## config.mk

```make
export PLATFORM = sky130hd
export DESIGN_NAME = button_tap_hold_classifier_unit
export DESIGN_NICKNAME = d
export VERILOG_FILES = /design/src/sv/bthc_pkg.sv /design/src/sv/button_tap_hold_classifier_unit.sv
export SDC_FILE = /design/constraint.sdc
export NUM_CORES = 1
export LEC_CHECK = 0
export BUFFER_PORTS_ARGS = -buffer_cell sky130_fd_sc_hd__clkbuf_2
export CORE_UTILIZATION = 30
export CTS_BUF_LIST = sky130_fd_sc_hd__clkbuf_2
export CTS_CLUSTER_DIAMETER = 80
export DETAILED_ROUTE_END_ITERATION = 8
export PLACE_DENSITY = 0.45
export RECOVER_POWER = 50
export SETUP_SLACK_MARGIN = 0.5
export SYNTH_ARGS = -nofsm -noshare
export SYNTH_HDL_FRONTEND = slang
export SYNTH_SLANG_ARGS = --single-unit
```

## constraint.sdc

```tcl
create_clock -name clk -period 16.6 [get_ports clk]
set_input_delay 3.32 -clock clk [delete_from_list [all_inputs] [get_ports clk]]
set_output_delay 3.32 -clock clk [all_outputs]
set_load 0.01 [all_outputs]
```

## src/sv/bthc_pkg.sv

```systemverilog
// ----------------------------------------------------------------------------
// bthc_pkg
// Shared types and constants of the button tap/hold classifier: request
// payloads, phase and gesture codes, register map.
// ----------------------------------------------------------------------------
package bthc_pkg;

  localparam int unsigned TimeW    = 32;
  localparam int unsigned CfgW     = 16;
  localparam int unsigned PaddrW   = 4;
  localparam int unsigned PdataW   = 32;

  localparam logic [PaddrW-1:0] AddrDebounce = 4'h0;
  localparam logic [PaddrW-1:0] AddrTapLimit = 4'h4;
  localparam logic [PaddrW-1:0] AddrHoldTime = 4'h8;

  localparam logic [CfgW-1:0] DebounceRst = 16'd30;
  localparam logic [CfgW-1:0] TapLimitRst = 16'd400;
  localparam logic [CfgW-1:0] HoldTimeRst = 16'd2000;

  typedef enum logic [1:0] {
    PHASE_IDLE    = 2'd0,
    PHASE_PRESSED = 2'd1,
    PHASE_HOLD    = 2'd2
  } phase_t;

  typedef enum logic [1:0] {
    GEST_NONE = 2'd0,
    GEST_TAP  = 2'd1,
    GEST_HOLD = 2'd2
  } gesture_t;

  typedef struct packed {
    logic             command;
    logic             pressed;
    logic [TimeW-1:0] now_time;
  } in_req_t;

  typedef struct packed {
    logic [1:0]       gesture;
    logic [1:0]       phase;
    logic             stable_level;
    logic [TimeW-1:0] held_time;
  } out_req_t;

endpackage

```

## src/sv/button_tap_hold_classifier_unit.sv

```systemverilog
// An accepted request goes through the input register and the result register
// to out_data. Throughput: one request per cycle while out_stall holds no result;
// the classification state is updated as each request enters the result register.
// Reset: synchronous, active low; clears the debounce and phase state,
// both valid flags, and loads the timing registers with 30, 400 and 2000 ms.
// ----------------------------------------------------------------------------
// button_tap_hold_classifier_unit
// Debounces button samples and, on release, classifies a debounced press as a tap,
// a hold or neither (between the two limits), with arming to swallow the next press.
// ----------------------------------------------------------------------------
module button_tap_hold_classifier_unit
  import bthc_pkg::*;
(
  input  logic              clk,
  input  logic              rst_n,
  input  logic              in_valid,
  output logic              in_stall,
  input  in_req_t           in_data,
  output logic              out_valid,
  input  logic              out_stall,
  output out_req_t          out_data,
  input  logic              psel,
  input  logic              penable,
  input  logic              pwrite,
  input  logic [PaddrW-1:0] paddr,
  input  logic [PdataW-1:0] pwdata,
  output logic [PdataW-1:0] prdata,
  output logic              pready
);

  logic [CfgW-1:0] debounce_time_r, tap_limit_r, hold_time_r;

  logic             s1_valid_r;
  in_req_t          s1_data_r;
  logic             out_valid_r;
  out_req_t         out_data_r;

  logic             raw_level_r, raw_level_nxt;
  logic [TimeW-1:0] raw_change_time_r, raw_change_time_nxt;
  logic             debounced_level_r, debounced_level_nxt;
  logic [TimeW-1:0] press_start_time_r, press_start_time_nxt;
  logic             swallow_armed_r, swallow_armed_nxt;
  phase_t           button_phase_r, button_phase_nxt;

  logic             adv, fire, cfg_wr;
  logic             settle, press_edge, edge_up;
  logic [TimeW-1:0] since_change, held;
  gesture_t         gesture;
  out_req_t         result;

  assign pready = 1'b1;
  assign cfg_wr = psel && penable && pwrite;

  always_ff @(posedge clk) begin
    if (!rst_n) begin
      debounce_time_r <= DebounceRst;
      tap_limit_r     <= TapLimitRst;
      hold_time_r     <= HoldTimeRst;
    end else if (cfg_wr) begin
      unique case (paddr)
        AddrDebounce: debounce_time_r <= pwdata[CfgW-1:0];
        AddrTapLimit: tap_limit_r     <= pwdata[CfgW-1:0];
        AddrHoldTime: hold_time_r     <= pwdata[CfgW-1:0];
        default: ;
      endcase
    end
  end

  always_comb begin
    unique case (paddr)
      AddrDebounce: prdata = {{(PdataW-CfgW){1'b0}}, debounce_time_r};
      AddrTapLimit: prdata = {{(PdataW-CfgW){1'b0}}, tap_limit_r};
      AddrHoldTime: prdata = {{(PdataW-CfgW){1'b0}}, hold_time_r};
      default:      prdata = '0;
    endcase
  end

  assign adv      = !out_valid_r || !out_stall;
  assign fire     = s1_valid_r && adv;
  assign in_stall = s1_valid_r && !adv;

  always_ff @(posedge clk) begin
    if (!rst_n) begin
      s1_valid_r <= 1'b0;
    end else if (!in_stall) begin
      s1_valid_r <= in_valid;
    end
  end

  always_ff @(posedge clk) begin
    if (!in_stall && in_valid) begin
      s1_data_r <= in_data;
    end
  end

  always_comb begin
    raw_level_nxt        = raw_level_r;
    raw_change_time_nxt  = raw_change_time_r;
    debounced_level_nxt  = debounced_level_r;
    press_start_time_nxt = press_start_time_r;
    swallow_armed_nxt    = swallow_armed_r;
    button_phase_nxt     = button_phase_r;
    gesture              = GEST_NONE;
    settle               = 1'b0;
    press_edge           = 1'b0;
    edge_up              = 1'b0;
    since_change         = '0;
    held                 = '0;
    if (s1_data_r.command) begin
      swallow_armed_nxt = 1'b1;
    end else begin
      if (s1_data_r.pressed != raw_level_r) begin
        raw_level_nxt       = s1_data_r.pressed;
        raw_change_time_nxt = s1_data_r.now_time;
      end
      since_change = s1_data_r.now_time - raw_change_time_nxt;
      settle = (since_change >= {{(TimeW-CfgW){1'b0}}, debounce_time_r}) &&
               (debounced_level_r != raw_level_nxt);
      if (settle) begin
        debounced_level_nxt = raw_level_nxt;
        if (raw_level_nxt) begin
          press_start_time_nxt = s1_data_r.now_time;
        end
      end
      press_edge = !debounced_level_r && debounced_level_nxt;
      edge_up    = debounced_level_r && !debounced_level_nxt;
      held       = s1_data_r.now_time - press_start_time_nxt;
      if (press_edge && swallow_armed_r) begin
        button_phase_nxt = PHASE_IDLE;
      end else if (swallow_armed_r) begin
        if (edge_up) begin
          swallow_armed_nxt = 1'b0;
        end
      end else if (edge_up) begin
        button_phase_nxt = PHASE_IDLE;
        if (held >= {{(TimeW-CfgW){1'b0}}, hold_time_r}) begin
          gesture = GEST_HOLD;
        end else if (held < {{(TimeW-CfgW){1'b0}}, tap_limit_r}) begin
          gesture = GEST_TAP;
        end
      end else begin
        if (press_edge) begin
          button_phase_nxt = PHASE_PRESSED;
        end
        if (debounced_level_nxt && held >= {{(TimeW-CfgW){1'b0}}, hold_time_r}) begin
          button_phase_nxt = PHASE_HOLD;
        end
      end
    end
    result.gesture      = gesture;
    result.phase        = button_phase_nxt;
    result.stable_level = debounced_level_nxt;
    result.held_time    = debounced_level_nxt ?
                          (s1_data_r.now_time - press_start_time_nxt) : '0;
  end

  always_ff @(posedge clk) begin
    if (!rst_n) begin
      raw_level_r        <= 1'b0;
      raw_change_time_r  <= '0;
      debounced_level_r  <= 1'b0;
      press_start_time_r <= '0;
      swallow_armed_r    <= 1'b0;
      button_phase_r     <= PHASE_IDLE;
    end else if (fire) begin
      raw_level_r        <= raw_level_nxt;
      raw_change_time_r  <= raw_change_time_nxt;
      debounced_level_r  <= debounced_level_nxt;
      press_start_time_r <= press_start_time_nxt;
      swallow_armed_r    <= swallow_armed_nxt;
      button_phase_r     <= button_phase_nxt;
    end
  end

  always_ff @(posedge clk) begin
    if (!rst_n) begin
      out_valid_r <= 1'b0;
    end else if (adv) begin
      out_valid_r <= s1_valid_r;
    end
  end

  always_ff @(posedge clk) begin
    if (fire) begin
      out_data_r <= result;
    end
  end

  assign out_valid = out_valid_r;
  assign out_data  = out_data_r;

  a_held_zero_released: assert property (@(posedge clk) disable iff (!rst_n)
    out_valid_r && !out_data_r.stable_level |-> out_data_r.held_time == '0)
    else $error("held_time nonzero while released");

  a_gesture_on_release: assert property (@(posedge clk) disable iff (!rst_n)
    out_valid_r && out_data_r.gesture != GEST_NONE |->
      out_data_r.phase == PHASE_IDLE && !out_data_r.stable_level)
    else $error("gesture reported outside a release");

  a_disarm_on_release: assert property (@(posedge clk) disable iff (!rst_n)
    $past(rst_n) && $fell(swallow_armed_r) |->
      $past(debounced_level_r) && !debounced_level_r)
    else $error("swallow cleared without a release");

  a_press_start_time: assert property (@(posedge clk) disable iff (!rst_n)
    $past(rst_n) && $rose(debounced_level_r) |->
      press_start_time_r == $past(s1_data_r.now_time))
    else $error("press start time not taken from the press request");

endmodule

```

==> results_dict.tcl, run 1 <==
set metrics [dict create \
    outcome "finished, violations left" \
    violations "capacitance limit, slew limit" \
    postCtsSetupBuffers 0 \
    synthFlopType "dfxtp_1" \
    grt_max_degree 91 \
    start_util_pct 30.3 \
    grt_usage_pct 18.5 \
    max_slew_margin_pct -162 \
    worstPathRequired_ps 17490 \
    ir_drop_uv 41.3 \
    tightest_slew_ps 3920 \
    setup_viol 0 \
    ys_warn_count 0 \
    die_w_um 227 \
    p_leak_nw 7.18 \
    cts_resized 0 \
    path_delay_family "compound AO/OA/AOI/OAI gates" \
    end_kind "register" \
    fin_crit_sh_pct 80.0 \
    synth.largest_area_cell "dfxtp_1" \
    drt_first_pass_iters 7 \
    critPathMaxStageDelay_ps 1040 \
    hold_class "reg2reg" \
    yosysSeqAreaShare_pct 29.7 \
    root_buffer "clkbuf_2" \
    yosysTopAreaCellShare_pct 15.7 \
    htreeDepth 4 \
    drt_iter0_drc 1043 \
    synthTopCellsByArea "dfxtp_1, edfxtp_1, ha_1" \
    die-area_um2 51500 \
    rows 82 \
    numCtsBuffers 17 \
    crit_buf_inv 4 \
    arrival_ps 14170 \
    ys_ff_latch 190 \
    antenna_found_initial 2 \
    drv_slew 200 \
    core-area_um2 50100 \
    final_cell_mix "nand2_1, nor2_1, ha_1, clkbuf_2, dfxtp_1" \
    critical_path.slowest_cell "nor4_1" \
    netlist_area_um2 15200 \
    finalClockSkew_ps 35.5 \
    io_buffers 115 \
    grt_pass1_vias 12600 \
    finalWirelength_um 47000 \
    power_density_nw_per_um2 77.4 \
    die_h_um 227 \
    wl_per_cell_um 18.0 \
    synth_edf_count 71 \
    final_nets 2129 \
    grt_first_pass_wirelength_um 71800 \
    final_common_cell "nand2_1" \
    area_growth_pct 8.45 \
    clock_sinks 190 \
    syn_inst 1869 \
    rsz0062_at_grt "false" \
    total_power_w 0.00127 \
    finalCriticalPeriod_ps 13280 \
    fin_tns_setup_ps 0 \
    cap_violations 4 \
    cp_common_cell "a21oi_1" \
    crit_cells 46 \
    whs_path_depth 2 \
    clock_latency_ps 1050 \
    fillers 5439 \
    critical_path_class "reg2reg" \
    path_clk_slew_ps 270 \
    r2r_cells 46 \
    vias_per_cell 5.19 \
    ant_nets 0 \
    start_kind "register" \
    hpwl_um 36100 \
    drc 0 \
    synth_cell_type_count 89 \
    place_congestion 0.874 \
    clockBufferDepth 2 \
    tritoncts "built" \
    path_max_fanout 48 \
    cts_hold_buf 0 \
    fmax_mhz 75.3 \
    ios 149 \
    avgSynthCellArea_um2 8.12 \
    layout-drive-gt1-share_pct 9.50 \
    hold_viol_final 0 \
    grt_overflow_total 0 \
    vias 13600 \
    async_flop_share_pct 0 \
]
report_power, final:
group | total [W] | leakage, nW | internal [W] | switching, W
logic | 0.000510 | 5.39 | 0.000202 | 0.000308
registers | 0.000530 | 1.65 | 0.000508 | 0.0000224
clock network | 0.000234 | 0.143 | 0.0000560 | 0.000179
total | 0.00127 | 7.18 | 0.000766 | 0.000509
metal layers:
| layer | part of all wire, % | track usage, % |
|---|---|---|
| met5 | 0 | 0 |
| met4 | 2.4 | 5.95 |
| met3 | 4.1 | 3.39 |
| met2 | 45 | 29.1 |
| met1 | 49 | 25.4 |
per-stage QoR:
stage,cells,utilization [%],cell area (um^2),hold slack (ps),worst slack [ps]
after global placement,2577,32.6,16300,458,3490
after CTS,2609,33.0,16500,503,3290
after detailed placement,2577,32.6,16300,475,3420
after global routing,2612,32.9,16500,517,2350
final,2612,32.9,16500,505,3320
after floorplan,1884,-,15200,444,4910
worst register-to-register path: cells and delay by family (launching register included):
kind | cells | cell delay (ps)
buffers and inverters | 4 | 1320
adder cells (fa/ha/maj) | 5 | 1930
multiplexers | 2 | 640
flip-flops | 1 | 510
AND/OR/NAND/NOR | 15 | 3970
XOR/XNOR | 2 | 530
AO/OA/AOI/OAI | 18 | 4220
Yosys cell counts (all sizes together) (12+ instances only):
cell,count
dfxtp,119
a21o,47
nand2,317
a22oi,19
nor2,139
o211ai,27
clkbuf,62
buf,45
o21ai,93
a21oi,93
o211a,45
and3,15
ha,127
nor2b,39
mux2i,64
nand4,20
xor2,44
a31oi,12
xnor2,28
o21a,21
o21bai,13
nor3,33
a211oi,14
nand3,41
inv,84
a21boi,57
edfxtp,71
nand2b,32
cells by family after synthesis:
| family | count (synthesis) | share of synthesized area (%) |
|---|---|---|
| AND/OR/NAND/NOR | 702 | 21.3 |
| AO/OA/AOI/OAI | 508 | 23.6 |
| buffers and inverters | 192 | 5.38 |
| flip-flops | 190 | 29.7 |
| adder cells (fa/ha/maj) | 133 | 10.9 |
| XOR/XNOR | 72 | 4.20 |
| multiplexers | 70 | 4.69 |
| other | 2 | 0.0495 |
sequential cells by signal (all words and copies together) (netlist names), 2 cells and up:
signal and cells:
out_data 37, button_phase_r 2, tap_limit_r 16, raw_change_time_r 32
debounce_time_r 16, hold_time_r 16, press_start_time_r 32, s1_data_r 34
path summary, 6_finish.rpt:
check                  from             end  slack (ps)
max reg2reg   s1_data_r[32]    out_data[33]        3320
min reg2reg  tap_limit_r[5]  tap_limit_r[5]         510
max           s1_data_r[32]    out_data[33]        3320
min          tap_limit_r[5]  tap_limit_r[5]         510
area by class of cell:
type	count	area (um^2)	share of cell area, %
Clock buffer	20	100	0.608
Antenna cell	3	7.51	0.0456
Sequential cell	190	4510	27.4
Tap cell	672	841	5.11
Timing Repair Buffer	128	643	3.91
Multi-Input combinational cell	1502	9940	60.4
Inverter	85	319	1.94
Clock inverter	12	96.3	0.585
No activity file was read; power rests on OpenSTA's default activity.
==> run 2: changes to the inputs <==
--- a/config.mk
+++ b/config.mk
@@ -5,12 +5,13 @@
 export SDC_FILE = /design/constraint.sdc
 export NUM_CORES = 1
 export LEC_CHECK = 0
+export ABC_AREA = 1
 export BUFFER_PORTS_ARGS = -buffer_cell sky130_fd_sc_hd__clkbuf_2
 export CORE_UTILIZATION = 30
 export CTS_BUF_LIST = sky130_fd_sc_hd__clkbuf_2
 export CTS_CLUSTER_DIAMETER = 80
 export DETAILED_ROUTE_END_ITERATION = 8
-export PLACE_DENSITY = 0.45
+export PLACE_DENSITY = 0.47
 export RECOVER_POWER = 50
 export SETUP_SLACK_MARGIN = 0.5
 export SYNTH_ARGS = -nofsm -noshare
==> constraint.sdc (replaced) <==
create_clock -name clk -period 11.85 [get_ports clk]
set_input_delay 2.37 -clock clk [delete_from_list [all_inputs] [get_ports clk]]
set_output_delay 2.37 -clock clk [all_outputs]
set_load 0.01 [all_outputs]
==> run 2 against run 1 <==
The flow still finishes with violations (capacitance limit, slew limit). Synthesized cell count grew 17%. First-iteration DRC count is 2.2% lower. Register-to-register slack got worse by 1200 ps. Sequential power up 40%. Clock power up 59%. Hold slack got worse by 10 ps. Wire length grew 8.3%. Largest cell class unchanged. Highest routed layer unchanged.
==> results_dict.tcl, run 2 <==
set metrics [dict create \
    hold_viol_final 0 \
    ios 149 \
    syn_inst 2193 \
    path_delay_family "simple AND/OR/NAND/NOR gates" \
    timing.rr.start "s1_data_r[32]" \
    setup_viol 0 \
    cap_violations 4 \
    ys_warn_count 0 \
    utilization_pct 33.3 \
    r2r_end "out_data[34]" \
    clock_sinks 190 \
    path_clk_slew_ps 310 \
    max_slew_margin_pct -151 \
    finalWirelength_um 50900 \
    async_flop_share_pct 0 \
    start_util_pct 30.4 \
    arrival_ps 10570 \
    power_density_nw_per_um2 120 \
    final_nets 2483 \
    final_common_cell "nand2_1" \
    grt_max_degree 97 \
    hp-start "raw_change_time_r[1]" \
    root_buffer "clkbuf_2" \
    synth_cell_type_count 52 \
    die_w_um 225 \
    hold_class "reg2reg" \
    fin_tns_setup_ps 0 \
    r2r_slack_ps 2080 \
    whs_path_depth 2 \
    grt_pass1_vias 13400 \
    drt_first_pass_iters 6 \
    die-area_um2 50700 \
    tritoncts "built" \
    fmax_mhz 102 \
    start_kind "register" \
    drc 0 \
    grt_usage_pct 20.4 \
    synthFlopType "dfxtp_1" \
    drt_iter0_drc 1020 \
    vias 14200 \
    synthTopCellsByArea "dfxtp_1, edfxtp_1, nand2_1" \
    fillers 5413 \
    hpwl_um 41400 \
    tightest_slew_ps 3760 \
    outcome "finished, violations left" \
    largest_reg_flops 37 \
    crit_buf_inv 4 \
    critical_path.slowest_cell "a2111oi_0" \
    r2r_cells 53 \
    worstPathRequired_ps 12650 \
    netlist_area_um2 14900 \
    layout-drive-gt1-share_pct 8.25 \
    grt_first_pass_wirelength_um 77300 \
    cts_resized 0 \
    synth_edf_count 71 \
    yosysSeqAreaShare_pct 30.2 \
    postCtsSetupBuffers 0 \
    ys_top_cells_by_count "nand2_1, inv_1, a21oi_1" \
    io_buffers 115 \
    finalClockSkew_ps 50.5 \
    avgSynthCellArea_um2 6.81 \
    fin_crit_sh_pct 82.4 \
    multi_input_area_um2 8850 \
    final_cell_count_no_fill 2957 \
    end_kind "register" \
    total_power_w 0.00197 \
    whs_ps 495 \
    ir_drop_uv 58.1 \
    rsz0062_at_grt "false" \
    p_leak_nw 7.74 \
    die_h_um 225 \
    core-area_um2 49100 \
    yosysTopAreaCellShare_pct 16.0 \
    antenna_found_initial 2 \
    dp_cells 2923 \
    clock_latency_ps 1030 \
    critPathMaxStageDelay_ps 890 \
    cp_common_cell "nand2_1" \
    ys_ff_latch 190 \
    ant_nets 0 \
    cts_hold_buf 0 \
    place_congestion 0.970 \
    numCtsBuffers 17 \
    synth.most_common_cell "nand2_1" \
    area_growth_pct 9.28 \
    htreeDepth 4 \
    vias_per_cell 4.81 \
    critical_path_class "reg2reg" \
    grt_overflow_total 0 \
    violations "capacitance limit, slew limit" \
    rows 81 \
    whs_endpoint "raw_change_time_r[1]" \
    startpoint "s1_data_r[32]" \
    register_area_um2 4510 \
    synth.largest_area_cell "dfxtp_1" \
    clockBufferDepth 2 \
    path_max_fanout 29 \
    drv_slew 215 \
    wl_per_cell_um 17.2 \
    final_cell_mix "nand2_1, inv_1, a21oi_1, o21ai_0, nor2_1" \
    finalCriticalPeriod_ps 9770 \
]
[run 2: worst max-delay path by stage]
stage                               to  slack (ps)  cells past startpoint
after detailed placement  out_data[34]        2050                     48
final                     out_data[34]        2080                     53
after floorplan           out_data[30]        4090                     67
after global routing      out_data[34]        1000                     48
after CTS                 out_data[34]        1960                     48
after global placement    out_data[34]        2110                     50
[run 2: cell type report]
cell class | instances | share of cell area (%)
Clock buffer | 19 | 0.583
Clock inverter | 13 | 0.943
Tap cell | 664 | 5.09
Timing Repair Buffer | 126 | 3.72
Multi-Input combinational cell | 1607 | 54.2
Antenna cell | 2 | 0.0307
Inverter | 336 | 7.73
Sequential cell | 190 | 27.7
[run 2: worst min-delay path, delay by kind of cell, from the launching register on]
kind	cells	cell delay [ps]
DFF	1	380
buffers and inverters	1	60
AOI/OAI and AO/OA	1	60
[run 2: metrics by stage]
stage	cell area [um^2]	setup WS (ps)
4_1_cts	16400	1960
3_5_place_dp	16100	2050
6_report	16300	2080
5_1_grt	16300	999
3_3_place_gp	16100	2110
2_1_floorplan	15000	4090
[run 2: cells by family (layout without fill, tap and decap cells)]
family	Yosys count	count (layout)	synth area share (%)
buffers and inverters	411	494	10.9
xor gates and xnor gates	48	48	2.82
AOI/OAI and AO/OA	495	495	18.4
and+or+nand+nor	902	902	25.7
other	2	19	0.0503
adders and majority gates	128	128	10.8
DFF	190	190	30.2
muxes	17	17	1.14
[run 2: layer usage]
layer	GRT usage, %	up-vias	share of wire [%]
met5	0	-	0
met3	3.90	65	4.5
met2	32.0	265	44
li1	-	7383	-
met4	8.45	0	3.5
met1	27.4	6501	48
[run 2: report_power, final]
group | internal [W] | total, W | switching (W)
logic | 0.000285 | 0.000851 | 0.000566
registers | 0.000715 | 0.000743 | 0.0000286
clock network | 0.000106 | 0.000372 | 0.000266
total | 0.00110 | 0.00197 | 0.000861
==> run 3: changes to the inputs <==
--- a/config.mk
+++ b/config.mk
@@ -11,7 +11,7 @@
 export CTS_BUF_LIST = sky130_fd_sc_hd__clkbuf_2
 export CTS_CLUSTER_DIAMETER = 80
 export DETAILED_ROUTE_END_ITERATION = 8
-export PLACE_DENSITY = 0.47
+export PLACE_DENSITY = 0.45
 export RECOVER_POWER = 50
 export SETUP_SLACK_MARGIN = 0.5
 export SYNTH_ARGS = -nofsm -noshare
==> constraint.sdc (replaced) <==
create_clock -name clk -period 9.2 [get_ports clk]
set_input_delay 1.84 -clock clk [delete_from_list [all_inputs] [get_ports clk]]
set_output_delay 1.84 -clock clk [all_outputs]
set_load 0.01 [all_outputs]
==> run 3 against run 2 <==
The run still ends with capacitance limit, slew limit left. Non-clock buffer count up 15. Largest cell class unchanged. Critical path depth shrank 6. Critical endpoint unchanged. Sequential cell count is the same. Combinational power rose by 33%. Utilization increased by 0.65 points. Final area is 2.0% higher. Clock power rose by 31%. Power rose by 31%.
==> results_dict.tcl, run 3 (synthesized netlist as in run 2, its figures left out) <==
set metrics [dict create \
    vias_per_cell 4.84 \
    wl_per_cell_um 17.6 \
    clock_latency_ps 1040 \
    htreeDepth 4 \
    place_area_um2 16200 \
    power_density_nw_per_um2 155 \
    root_buffer "clkbuf_2" \
    largest_reg_flops 37 \
    clockBufferDepth 2 \
    register_area_um2 4510 \
    switching_share_pct 44.5 \
    arrival_ps 8780 \
    rsz0062_at_grt "false" \
    start_util_pct 30.4 \
    start_kind "register" \
    multi_input_area_um2 8960 \
    hold_viol_final 0 \
    final_area_um2 16600 \
    hpwl_um 42100 \
    outcome "finished, violations left" \
    critical_path_class "reg2reg" \
    rows 81 \
    path_clk_slew_ps 300 \
    pwr-share-clk_pct 18.9 \
    io_buffers 115 \
    setup_viol 0 \
    drc 0 \
    drt_first_pass_iters 6 \
    fmax_mhz 126 \
    combPwrFrac_pct 44.0 \
    vias 14400 \
    end_kind "register" \
    worstPathRequired_ps 10030 \
    grt_usage_pct 20.6 \
    whs_ps 497 \
    cp_common_cell "nand2_1" \
    critical_path.slowest_cell "edfxtp_1" \
    place_congestion 0.985 \
    area_growth_pct 11.4 \
    switchingPower_w 0.00115 \
    p_seq_share_pct 37.1 \
    ant_nets 0 \
    die-area_um2 50700 \
    tritoncts "built" \
    final_common_cell "nand2_1" \
    ir_drop_uv 73.8 \
    final_cell_mix "nand2_1, inv_1, a21oi_1, o21ai_0, nor2_1" \
    finalCriticalPeriod_ps 7950 \
    grt_max_degree 92 \
    final_cell_count_no_fill 2972 \
    hold_class "reg2reg" \
    critPathMaxStageDelay_ps 520 \
    drv_slew 166 \
    cap_violations 3 \
    die_h_um 225 \
    fillers 5463 \
    p_leak_nw 7.88 \
    max_slew_margin_pct -171 \
    numCtsBuffers 17 \
    grt_first_pass_wirelength_um 77600 \
    drt_iter0_drc 955 \
    ios 149 \
    path_max_fanout 14 \
    violations "capacitance limit, slew limit" \
    grt_overflow_total 0 \
    p_int_w 0.00143 \
    core-area_um2 49100 \
    grt_pass1_vias 13300 \
    final_nets 2498 \
    layout-drive-gt1-share_pct 10.2 \
    fin_tns_setup_ps 0 \
    tightest_slew_ps 4070 \
    clock_sinks 190 \
    antenna_found_initial 2 \
    finalWirelength_um 52200 \
    finalClockSkew_ps 63.2 \
    dp_cells 2929 \
    fin_crit_sh_pct 86.4 \
    die_w_um 225 \
]
## run 3: layout make-up
class | count | share of cell area [%]
multi-input cells | 1607 | 53.9
flip-flops and latches | 190 | 27.1
inverters | 336 | 7.58
well taps | 664 | 4.99
repair buffers | 141 | 4.69
clock inverters | 15 | 1.18
clock buffers | 17 | 0.511
diodes | 2 | 0.0301
## run 3: what timing repair did
action / in CTS / in global routing
resized for setup: 2 / 33
hold buffers: 0 / 0
endpoints found under the setup margin: 5 / 13
pin swaps: 0 / 6
setup buffers: 0 / 8
hold endpoints to repair: 0 / 0
cloned: 0 / 1
## run 3: power by group through the flow
stage / clock [W] / combinational [W] / sequential [W]
2_1_floorplan: 0 / 0.000775 / 0.000961
3_3_place_gp: 0 / 0.00110 / 0.000972
3_5_place_dp: 0 / 0.00111 / 0.000973
4_1_cts: 0.000514 / 0.00112 / 0.000958
5_1_grt: 0.000544 / 0.00128 / 0.000964
6_report: 0.000488 / 0.00113 / 0.000959
## run 3: worst paths after layout
kind / slack, ps / from / endpoint / cells after the start
worst min register to register: 500 / raw_change_time_r[1] / raw_change_time_r[1] / 2
worst max-delay path: 1250 / s1_data_r[32] / out_data[34] / 47
worst min-delay path: 500 / raw_change_time_r[1] / raw_change_time_r[1] / 2
worst max register to register: 1250 / s1_data_r[32] / out_data[34] / 47
## run 3: critical path: cells and delay by family (launching register included)
family                   cells  cell delay, ps
AO/OA/AOI/OAI                9            1730
XOR/XNOR                     2             540
adder cells (fa/ha/maj)      5            1740
buffers and inverters        6             740
flip-flops                   1             520
AND/OR/NAND/NOR             25            2480
## run 3: routing by layer
metal | GRT usage (%) | up-vias | wire, um
met5 | 0 | - | 0
met4 | 7.00 | 0 | 1400
li1 | - | 7428 | -
met1 | 27.4 | 6606 | 24200
met2 | 33.3 | 296 | 24100
met3 | 4.00 | 61 | 2510
## run 3: metrics by stage
stage	setup WS [ps]	util, %	power (W)
after global placement	375	33.0	0.00208
after CTS	538	33.6	0.00259
final	1250	33.9	0.00258
after detailed placement	274	33.0	0.00208
after global routing	467	33.9	0.00279
after floorplan	1440	-	0.00174
